[src/rtl/aace_pkg.sv]
`timescale 1ns / 1ps
`default_nettype none

package aace_pkg;

	// Chunk id "01wb" as it reads little-endian off the byte stream.
	localparam logic [31:0] TAG_AUDIO = 32'h6277_3130;
	localparam int HDR_BYTES = 8;
	localparam int HCOUNT_W = $clog2(HDR_BYTES);

	// x / 100 == (x * DIV100_MAGIC) >> DIV100_SHIFT for every 32-bit x.
	localparam logic [31:0] DIV100_MAGIC = 32'h51EB_851F;
	localparam int DIV100_SHIFT = 37;
	localparam logic [6:0] VOL_UNITY = 7'd100;

	localparam int QUEUE_DEPTH = 4;

	localparam logic [1:0] CFG_VOLUME = 2'd0;
	localparam logic [1:0] CFG_LIST_LENGTH = 2'd1;
	localparam logic [1:0] CFG_KEPT_LIMIT = 2'd2;

	localparam logic [6:0] VOLUME_RST = 7'd100;
	localparam logic [31:0] LIST_LENGTH_RST = 32'd0;
	localparam logic [16:0] KEPT_LIMIT_RST = 17'd4096;

	typedef struct packed {
		logic [7:0] data_byte;
		logic       restart;
	} in_item_t;

	typedef struct packed {
		logic signed [15:0] sample;
		logic               chunk_last;
	} out_item_t;

	typedef struct packed {
		logic [6:0]  volume_percent;
		logic [31:0] list_length;
		logic [16:0] kept_byte_limit;
	} cfg_regs_t;

	// One raw sample handed from the parser to the scaler.
	typedef struct packed {
		logic [15:0] raw;
		logic        last;
	} sample_job_t;

	typedef struct packed {
		logic full;
		logic avail;
	} queue_status_t;

	typedef enum logic [2:0] {
		PH_HEADER = 3'b001,
		PH_KEEP   = 3'b010,
		PH_SKIP   = 3'b100
	} phase_t;

endpackage

`default_nettype wire

[src/rtl/aace_parser.sv]
`timescale 1ns / 1ps
`default_nettype none

module aace_parser (
	input  wire                     clk,
	input  wire                     arst_n,
	input  wire                     take,
	input  aace_pkg::in_item_t      item,
	input  aace_pkg::cfg_regs_t     cfg,
	output logic                    push,
	output aace_pkg::sample_job_t   job
);

	aace_pkg::phase_t phase_q;
	logic [aace_pkg::HCOUNT_W-1:0] hcount_q;
	logic [32:0] pos_q;
	logic [16:0] keep_q;
	logic [32:0] skip_q;
	logic        half_q;
	logic        finished_q;
	logic [7:0]  low_q;
	logic [(aace_pkg::HDR_BYTES-1)*8-1:0] hdr_q;

	aace_pkg::phase_t cur_phase;
	aace_pkg::phase_t phase_n;
	logic [aace_pkg::HCOUNT_W-1:0] cur_hcount;
	logic [32:0] cur_pos;
	logic        cur_finished;
	logic [aace_pkg::HDR_BYTES*8-1:0] full_hdr;
	logic [31:0] tag;
	logic [31:0] len;
	logic        pad;
	logic [33:0] pos_plus8;
	logic [33:0] pos_sum;
	logic [32:0] pos_next;
	logic        exceed;
	logic        is_audio;
	logic [16:0] keep_n;
	logic [32:0] skip_n;

	aace_pkg::phase_t phase_d;
	logic [aace_pkg::HCOUNT_W-1:0] hcount_d;
	logic [32:0] pos_d;
	logic [16:0] keep_d;
	logic [32:0] skip_d;
	logic        half_d;
	logic        finished_d;

	localparam logic [aace_pkg::HCOUNT_W-1:0] HCOUNT_LAST =
		aace_pkg::HCOUNT_W'(aace_pkg::HDR_BYTES - 1);

	// A restart clears the parse state before its own byte is looked at.
	assign cur_phase    = item.restart ? aace_pkg::PH_HEADER : phase_q;
	assign cur_hcount   = item.restart ? '0 : hcount_q;
	assign cur_pos      = item.restart ? '0 : pos_q;
	assign cur_finished = item.restart ? 1'b0 : finished_q;

	assign full_hdr = {item.data_byte, hdr_q};
	assign tag = full_hdr[31:0];
	assign len = full_hdr[63:32];
	assign pad = len[0];

	assign pos_plus8 = {1'b0, cur_pos} + 34'(aace_pkg::HDR_BYTES);
	assign exceed    = pos_plus8 > {2'b00, cfg.list_length};
	assign pos_sum   = pos_plus8 + {2'b00, len} + {33'd0, pad};
	assign pos_next  = pos_sum[33] ? '1 : pos_sum[32:0];

	assign is_audio = (tag == aace_pkg::TAG_AUDIO) && (len != 32'd0);

	always_comb begin
		keep_n = '0;
		if (is_audio) begin
			keep_n = (len < {15'd0, cfg.kept_byte_limit}) ? len[16:0] : cfg.kept_byte_limit;
		end
		skip_n = {1'b0, len} - {16'd0, keep_n} + {32'd0, pad};
		if (keep_n != '0) begin
			phase_n = aace_pkg::PH_KEEP;
		end else if (skip_n != '0) begin
			phase_n = aace_pkg::PH_SKIP;
		end else begin
			phase_n = aace_pkg::PH_HEADER;
		end
	end

	always_comb begin
		phase_d    = cur_phase;
		hcount_d   = cur_hcount;
		pos_d      = cur_pos;
		keep_d     = keep_q;
		skip_d     = skip_q;
		half_d     = half_q;
		finished_d = cur_finished;
		if (!cur_finished) begin
			case (cur_phase)
				aace_pkg::PH_KEEP: begin
					half_d = !half_q;
					keep_d = keep_q - 17'd1;
					if (keep_q == 17'd1) begin
						// An unpaired trailing byte is simply dropped here.
						half_d  = 1'b0;
						phase_d = (skip_q != '0) ? aace_pkg::PH_SKIP : aace_pkg::PH_HEADER;
					end
				end
				aace_pkg::PH_SKIP: begin
					skip_d = skip_q - 33'd1;
					if (skip_q == 33'd1) begin
						phase_d = aace_pkg::PH_HEADER;
					end
				end
				default: begin
					if ((cur_hcount == '0) && exceed) begin
						finished_d = 1'b1;
					end else if (cur_hcount == HCOUNT_LAST) begin
						hcount_d = '0;
						pos_d    = pos_next;
						half_d   = 1'b0;
						keep_d   = keep_n;
						skip_d   = skip_n;
						phase_d  = phase_n;
					end else begin
						hcount_d = cur_hcount + 1'b1;
					end
				end
			endcase
		end
	end

	assign push = take && !cur_finished && (cur_phase == aace_pkg::PH_KEEP) && half_q;
	assign job.raw  = {item.data_byte, low_q};
	assign job.last = (keep_q == 17'd1) || (keep_q == 17'd2);

	always_ff @(posedge clk or negedge arst_n) begin
		if (!arst_n) begin
			phase_q    <= aace_pkg::PH_HEADER;
			hcount_q   <= '0;
			pos_q      <= '0;
			keep_q     <= '0;
			skip_q     <= '0;
			half_q     <= 1'b0;
			finished_q <= 1'b0;
		end else if (take) begin
			phase_q    <= phase_d;
			hcount_q   <= hcount_d;
			pos_q      <= pos_d;
			keep_q     <= keep_d;
			skip_q     <= skip_d;
			half_q     <= half_d;
			finished_q <= finished_d;
		end
	end

	// The eight header bytes are always consecutive transactions, so a plain
	// shift line over the last bytes holds the header when it completes.
	always_ff @(posedge clk) begin
		if (take) begin
			hdr_q <= full_hdr[aace_pkg::HDR_BYTES*8-1:8];
			if (!cur_finished && (cur_phase == aace_pkg::PH_KEEP) && !half_q) begin
				low_q <= item.data_byte;
			end
		end
	end

`ifndef ASSERT_OFF
	a_keep_nonzero: assert property (@(posedge clk) disable iff (!arst_n)
		(phase_q == aace_pkg::PH_KEEP) |-> (keep_q != '0))
		else $error("keep phase with no bytes left to keep");
	a_skip_nonzero: assert property (@(posedge clk) disable iff (!arst_n)
		(phase_q == aace_pkg::PH_SKIP) |-> (skip_q != '0))
		else $error("skip phase with no bytes left to skip");
	a_finished_quiet: assert property (@(posedge clk) disable iff (!arst_n)
		(finished_q && !item.restart) |-> !push)
		else $error("sample produced after parsing ended");
`endif

endmodule

`default_nettype wire

[src/rtl/aace_queue.sv]
`timescale 1ns / 1ps
`default_nettype none

module aace_queue (
	input  wire                     clk,
	input  wire                     arst_n,
	input  wire                     push,
	input  aace_pkg::sample_job_t   push_job,
	input  wire                     pop,
	output aace_pkg::sample_job_t   head_job,
	output aace_pkg::queue_status_t status
);

	localparam int PTR_W = (aace_pkg::QUEUE_DEPTH > 1) ? $clog2(aace_pkg::QUEUE_DEPTH) : 1;
	localparam int CNT_W = $clog2(aace_pkg::QUEUE_DEPTH + 1);
	localparam logic [PTR_W-1:0] PTR_LAST = PTR_W'(aace_pkg::QUEUE_DEPTH - 1);
	localparam logic [CNT_W-1:0] CNT_FULL = CNT_W'(aace_pkg::QUEUE_DEPTH);

	aace_pkg::sample_job_t slots_q [aace_pkg::QUEUE_DEPTH];
	logic [PTR_W-1:0] wr_q;
	logic [PTR_W-1:0] rd_q;
	logic [CNT_W-1:0] count_q;
	logic do_push;
	logic do_pop;

	assign status.full  = (count_q == CNT_FULL);
	assign status.avail = (count_q != '0);
	assign do_push = push && !status.full;
	assign do_pop  = pop && status.avail;
	assign head_job = slots_q[rd_q];

	always_ff @(posedge clk or negedge arst_n) begin
		if (!arst_n) begin
			wr_q    <= '0;
			rd_q    <= '0;
			count_q <= '0;
		end else begin
			if (do_push) begin
				wr_q <= (wr_q == PTR_LAST) ? '0 : wr_q + 1'b1;
			end
			if (do_pop) begin
				rd_q <= (rd_q == PTR_LAST) ? '0 : rd_q + 1'b1;
			end
			if (do_push && !do_pop) begin
				count_q <= count_q + 1'b1;
			end else if (do_pop && !do_push) begin
				count_q <= count_q - 1'b1;
			end
		end
	end

	always_ff @(posedge clk) begin
		if (do_push) begin
			slots_q[wr_q] <= push_job;
		end
	end

`ifndef ASSERT_OFF
	a_no_overflow: assert property (@(posedge clk) disable iff (!arst_n)
		push |-> !status.full)
		else $error("sample pushed into a full queue");
	a_no_underflow: assert property (@(posedge clk) disable iff (!arst_n)
		pop |-> status.avail)
		else $error("sample popped from an empty queue");
	a_count_bound: assert property (@(posedge clk) disable iff (!arst_n)
		count_q <= CNT_FULL)
		else $error("queue count above its depth");
`endif

endmodule

`default_nettype wire

[src/rtl/aace_scaler.sv]
`timescale 1ns / 1ps
`default_nettype none

module aace_scaler (
	input  wire                     clk,
	input  wire                     arst_n,
	input  aace_pkg::queue_status_t qstat,
	input  aace_pkg::sample_job_t   head_job,
	output logic                    pop,
	input  wire  [6:0]              volume_percent,
	output logic                    pcm_valid,
	input  wire                     pcm_ready,
	output aace_pkg::out_item_t     pcm_item
);

	logic        v_s1;
	logic [21:0] mag_s1;
	logic        neg_s1;
	logic        last_s1;
	logic        v_s2;
	logic [15:0] q_s2;
	logic        neg_s2;
	logic        last_s2;
	logic        valid_q;
	aace_pkg::out_item_t item_q;

	logic        adv_out;
	logic        en2;
	logic        en1;
	logic [6:0]  eff_vol;
	logic [15:0] mag;
	logic [21:0] scaled;
	logic [53:0] prod;

	assign adv_out = !valid_q || pcm_ready;
	assign en2 = !v_s2 || adv_out;
	assign en1 = !v_s1 || en2;
	assign pop = qstat.avail && en1;

	// Unity and above pass through: |s| * 100 / 100 is exact.
	assign eff_vol = (volume_percent >= aace_pkg::VOL_UNITY) ? aace_pkg::VOL_UNITY
		: volume_percent;
	assign mag    = head_job.raw[15] ? 16'(-head_job.raw) : head_job.raw;
	assign scaled = {6'd0, mag} * {15'd0, eff_vol};
	assign prod   = {32'd0, mag_s1} * {22'd0, aace_pkg::DIV100_MAGIC};

	always_ff @(posedge clk or negedge arst_n) begin
		if (!arst_n) begin
			v_s1    <= 1'b0;
			v_s2    <= 1'b0;
			valid_q <= 1'b0;
		end else begin
			if (en1) begin
				v_s1 <= qstat.avail;
			end
			if (en2) begin
				v_s2 <= v_s1;
			end
			if (adv_out) begin
				valid_q <= v_s2;
			end
		end
	end

	always_ff @(posedge clk) begin
		if (en1) begin
			mag_s1  <= scaled;
			neg_s1  <= head_job.raw[15];
			last_s1 <= head_job.last;
		end
		if (en2) begin
			q_s2    <= prod[aace_pkg::DIV100_SHIFT +: 16];
			neg_s2  <= neg_s1;
			last_s2 <= last_s1;
		end
		if (adv_out) begin
			// Negating the magnitude truncates toward zero, as required.
			item_q.sample     <= neg_s2 ? $signed(16'(-q_s2)) : $signed(q_s2);
			item_q.chunk_last <= last_s2;
		end
	end

	assign pcm_valid = valid_q;
	assign pcm_item  = item_q;

`ifndef ASSERT_OFF
	a_pos_range: assert property (@(posedge clk) disable iff (!arst_n)
		(v_s2 && !neg_s2) |-> !q_s2[15])
		else $error("positive scaled sample out of range");
	a_pop_avail: assert property (@(posedge clk) disable iff (!arst_n)
		pop |-> qstat.avail)
		else $error("pop without a queued sample");
	a_out_hold: assert property (@(posedge clk) disable iff (!arst_n)
		(pcm_valid && !pcm_ready) |=> (pcm_valid && $stable(pcm_item)))
		else $error("output transaction changed while waiting");
`endif

endmodule

`default_nettype wire

[src/rtl/avi_audio_chunk_extractor.sv]
`timescale 1ns / 1ps
`default_nettype none

// Channel | Signals                              | Direction | Payload
// src     | src_valid, src_ready, src_item       | in        | one list byte, restart flag
// pcm     | pcm_valid, pcm_ready, pcm_item       | out       | scaled sample, chunk_last
// cfg     | cfg_valid, cfg_ready, cfg_index/data | in        | register write
//
// One byte is taken per cycle while src_ready is high; the high byte of a sample
// puts it into the queue, and it passes the three scaler stages before pcm_valid rises.
// The parser classifies every byte as it is taken; the scaler is a three-stage multiply,
// reciprocal multiply and sign restore pipeline behind a four-entry queue.
// Reset clears all parse state and loads the register defaults at once.
// src_ready drops only while the queue is full, which takes a stall on pcm.
// cfg_ready is always high.
module avi_audio_chunk_extractor (
	input  wire                  clk,
	input  wire                  arst_n,
	input  wire                  src_valid,
	output logic                 src_ready,
	input  aace_pkg::in_item_t   src_item,
	output logic                 pcm_valid,
	input  wire                  pcm_ready,
	output aace_pkg::out_item_t  pcm_item,
	input  wire                  cfg_valid,
	output logic                 cfg_ready,
	input  wire  [1:0]           cfg_index,
	input  wire  [31:0]          cfg_data
);

	aace_pkg::cfg_regs_t     cfg_q;
	aace_pkg::queue_status_t qstat;
	aace_pkg::sample_job_t   push_job;
	aace_pkg::sample_job_t   head_job;
	logic take;
	logic push;
	logic pop;

	assign cfg_ready = 1'b1;
	assign src_ready = !qstat.full;
	assign take = src_valid && src_ready;

	always_ff @(posedge clk or negedge arst_n) begin
		if (!arst_n) begin
			cfg_q.volume_percent  <= aace_pkg::VOLUME_RST;
			cfg_q.list_length     <= aace_pkg::LIST_LENGTH_RST;
			cfg_q.kept_byte_limit <= aace_pkg::KEPT_LIMIT_RST;
		end else if (cfg_valid) begin
			case (cfg_index)
				aace_pkg::CFG_VOLUME:      cfg_q.volume_percent  <= cfg_data[6:0];
				aace_pkg::CFG_LIST_LENGTH: cfg_q.list_length     <= cfg_data;
				aace_pkg::CFG_KEPT_LIMIT:  cfg_q.kept_byte_limit <= cfg_data[16:0];
				default: ;
			endcase
		end
	end

	aace_parser u_parser (
		.clk    (clk),
		.arst_n (arst_n),
		.take   (take),
		.item   (src_item),
		.cfg    (cfg_q),
		.push   (push),
		.job    (push_job)
	);

	aace_queue u_queue (
		.clk      (clk),
		.arst_n   (arst_n),
		.push     (push),
		.push_job (push_job),
		.pop      (pop),
		.head_job (head_job),
		.status   (qstat)
	);

	aace_scaler u_scaler (
		.clk            (clk),
		.arst_n         (arst_n),
		.qstat          (qstat),
		.head_job       (head_job),
		.pop            (pop),
		.volume_percent (cfg_q.volume_percent),
		.pcm_valid      (pcm_valid),
		.pcm_ready      (pcm_ready),
		.pcm_item       (pcm_item)
	);

endmodule

`default_nettype wire

[config.mk]
export PLATFORM = sky130hd
export DESIGN_NAME = avi_audio_chunk_extractor
export DESIGN_NICKNAME = d
export VERILOG_FILES = /design/src/rtl/aace_pkg.sv /design/src/rtl/aace_parser.sv /design/src/rtl/aace_queue.sv /design/src/rtl/aace_scaler.sv /design/src/rtl/avi_audio_chunk_extractor.sv
export SDC_FILE = /design/constraint.sdc
export NUM_CORES = 2
export LEC_CHECK = 0
export ABC_AREA = 0
export BUFFER_PORTS_ARGS = -buffer_cell sky130_fd_sc_hd__buf_2
export CAP_MARGIN = 0
export CELL_PAD_IN_SITES_DETAIL_PLACEMENT = 0
export CELL_PAD_IN_SITES_GLOBAL_PLACEMENT = 2
export CORE_UTILIZATION = 43
export CTS_CLUSTER_SIZE = 28
export DETAILED_ROUTE_END_ITERATION = 8
export PLACE_DENSITY = 0.84
export SLEW_MARGIN = 20
export SYNTH_ARGS = -nofsm -noshare
export SYNTH_HDL_FRONTEND = slang
export SYNTH_SLANG_ARGS = --single-unit
[constraint.sdc]
create_clock -name clk -period 9.6 [get_ports clk]
set_clock_uncertainty 0.15 [all_clocks]
set_input_delay 1.92 -clock clk [delete_from_list [all_inputs] [get_ports clk]]
set_output_delay 1.92 -clock clk [all_outputs]
set_load 0.005 [all_outputs]
==> impl_metrics.json <==
{
  "port_buffers": 66,
  "drive_gt1_frac": 0.0816,
  "start_util": 0.435,
  "dp_cells": 4439,
  "post_cts.repair.setup_buffers": 0,
  "synth_edf_count": 191,
  "end_kind": "flop",
  "fmax_ghz": 0.124,
  "path_max_fanout": 12,
  "crit_slowest_cell": "o41ai_1",
  "cts_hold_buffers": 0,
  "htree_levels": 2,
  "syn_area_um2": 33800,
  "critPathRequiredTime_ns": 9.78,
  "num_io_pins": 68,
  "post-route-drc-count": 0,
  "nets": 4225,
  "rows": 102,
  "avgRoutedWirePerCell_um": 21.6,
  "slew_headroom": 0.293,
  "syn_area_per_cell_um2": 10.0,
  "fp.dieW_um": 283,
  "start_kind": "flop",
  "async_flop_share": 0.451,
  "antenna_found_initial": 5,
  "hold_violations": 0,
  "grt_usage": 0.252,
  "dr.pass1.iters": 5,
  "cts_buffers": 44,
  "grt_pass1_vias": 25800,
  "worst_pin_slew_ns": 1.06,
  "clockBufferDepth": 3,
  "clk_latency_ns": 0.60,
  "critPathMaxStageDelay_ns": 0.71,
  "setup_viol": 0,
  "synth_cell_type_count": 88,
  "max-cap-violations": 0,
  "core_um2": 77700,
  "yosysWarnings": 0,
  "ys_seq_area_frac": 0.286,
  "fin_crit_sh": 0.837,
  "grt_pass1_wl_um": 154000,
  "synth-seq-cells": 348,
  "r2r_slack_ns": 1.57,
  "clkTransAtPathRegs_ns": 0.06,
  "final_cells": 4523,
  "vias_per_cell": 5.53,
  "syn_to_final_growth_pct": 9.26,
  "fin_crit_ns": 8.03,
  "rsz0062_at_grt": "no",
  "ys.flop_type": "edfxtp_1",
  "tns_ns": 0,
  "num_vias": 25000,
  "layout_commonest_cell": "inv_1",
  "fill_cells": 7229,
  "dp_hpwl_um": 78800,
  "cpMostUsedCell": "fa_1",
  "status": "finished clean",
  "grt_max_degree": 100,
  "critical_path_arrival_ns": 8.21,
  "slew_viol_final": 0,
  "syn-instance-count": 3375,
  "place.gp.congestion": 0.958,
  "cts_resized": 0,
  "dieArea_um2": 79800,
  "crit_chain": "buf_4 > mux4_2 > or3_1 > nor3_1 > nor2_1 > xor2_1 > nand2_1 > fa_1 > inv_1 > fa_1 > fa_1 > fa_1 > ha_1 > o41ai_1 > o21ai_0 > o41ai_1 > inv_1 > a211o_1 > o31ai_1 > xnor2_1",
  "hp-class": "reg2reg",
  "cts_tree": "built",
  "critPathKind": "reg2reg",
  "root_buffer": "clkbuf_16",
  "syn-num-nets": 4154,
  "layout_common_cells": "inv_1 (517), ha_1 (431), fa_1 (300)",
  "wirelength_um": 97700,
  "clock_sinks": 348,
  "grt_overflow": 0,
  "drtIter0Drc": 1635,
  "die_h_um": 283,
  "antenna_left": 0
}
[synth_stat cells (7+ instances only)]
cell type,count,area (µm²)
o22ai_1,14,87.6
inv_1,518,1940
edfxtp_1,191,5740
o21bai_1,21,158
a21oi_1,193,966
nand2_1,278,1040
mux4_2,15,338
and2_1,31,194
mux2i_1,17,170
xnor2_1,90,788
o21a_1,19,143
a211oi_1,22,165
fa_1,300,6010
a211o_1,14,123
nand3b_1,8,60.1
nand2b_1,34,213
ha_1,431,5390
a21o_1,34,255
o22a_1,9,78.8
and3_1,16,100
a22oi_1,11,82.6
nand4_1,39,244
or4_1,8,60.1
nor3_1,58,290
or2_2,13,81.3
mux2_2,66,743
nor4b_1,7,61.3
o21ai_0,154,771
o211ai_1,12,90.1
dfrtp_1,152,3800
nand3_1,69,345
a31oi_1,18,113
o311ai_0,13,114
nor2_1,167,627
xor2_1,51,447
nor2b_1,39,244
or3_1,28,175
nor4_1,20,125
o31ai_1,23,173
clkbuf_1,60,225
[critical path, delay by kind of cell, from the launching register on]
| kind | cells | cell delay (ns) |
|---|---|---|
| and+or+nand+nor | 4 | 0.98 |
| DFF | 1 | 0.42 |
| buffers and inverters | 3 | 0.49 |
| xor gates and xnor gates | 2 | 0.63 |
| muxes | 1 | 0.58 |
| adders and majority gates | 5 | 2.23 |
| AOI/OAI and AO/OA | 5 | 2.27 |
[state kept, by name, indices dropped and copies added (netlist names), 2 cells and up]
register,flops
u_scaler.q_s2,16
u_queue.slots_q,68
u_queue.count_q,3
u_queue.rd_q,2
u_parser.low_q,8
cfg_q,56
u_parser.keep_q,17
u_scaler.pcm_item,17
u_parser.hdr_q,56
u_parser.phase_q,3
u_queue.wr_q,2
u_parser.pos_q,33
u_parser.skip_q,33
u_parser.hcount_q,3
u_scaler.mag_s1,22
[metrics by stage]
stage	area (µm²)	hold slack [ns]	worst slack, ns	util
after global placement	35400	0.266	1.28	0.456
after global routing	37000	0.300	1.08	0.476
after detailed placement	35400	0.262	1.30	0.456
final	37000	0.290	1.57	0.476
after floorplan	33800	0.250	1.99	-
after CTS	36900	0.292	1.66	0.475
[cell families (layout without fill, tap and decap cells)]
| logic type | Yosys count | count (layout) | share of synthesized area |
|---|---|---|---|
| mux | 98 | 98 | 0.0370 |
| other cells | 1 | 2 | 0.000111 |
| flops | 348 | 348 | 0.286 |
| simple gates | 838 | 838 | 0.120 |
| buf+inv | 591 | 698 | 0.0666 |
| compound gates | 626 | 626 | 0.116 |
| fa+ha+maj | 731 | 731 | 0.337 |
| xor+xnor | 142 | 142 | 0.0370 |
[metal layers]
metal  part of all wire  track usage  vias to the layer above
met5            0.00021            0                        -
li1                   -            -                    11800
met2               0.47        0.415                      633
met4              0.030       0.0723                        4
met3              0.046       0.0308                      159
met1               0.45        0.348                    12500
[worst paths after layout]
path	startpoint	end	depth (start not counted)
worst min register to register	u_parser.hdr_q[30]	u_parser.hdr_q[22]	0
worst min-delay path	u_parser.hdr_q[30]	u_parser.hdr_q[22]	0
worst max-delay path	u_queue.rd_q[0]	u_scaler.mag_s1[21]	20
worst max register to register	u_queue.rd_q[0]	u_scaler.mag_s1[21]	20
max in group asynchronous	arst_n	u_parser.skip_q[13]	3
min in group asynchronous	arst_n	u_parser.pos_q[11]	1
[cell type report]
cell class / instances / area [µm²] / area share
clock inverters: 29 / 357 / 0.00964
multi-input cells: 2436 / 22000 / 0.594
flip-flops and latches: 348 / 9670 / 0.262
clock buffers: 53 / 1140 / 0.0310
diodes: 1 / 2.50 / 0.0000677
well taps: 1040 / 1300 / 0.0352
repair buffers: 98 / 597 / 0.0161
inverters: 518 / 1940 / 0.0526
Power is not shown: default switching activity piles up to over one toggle a cycle in this logic, so the estimate is an artifact.
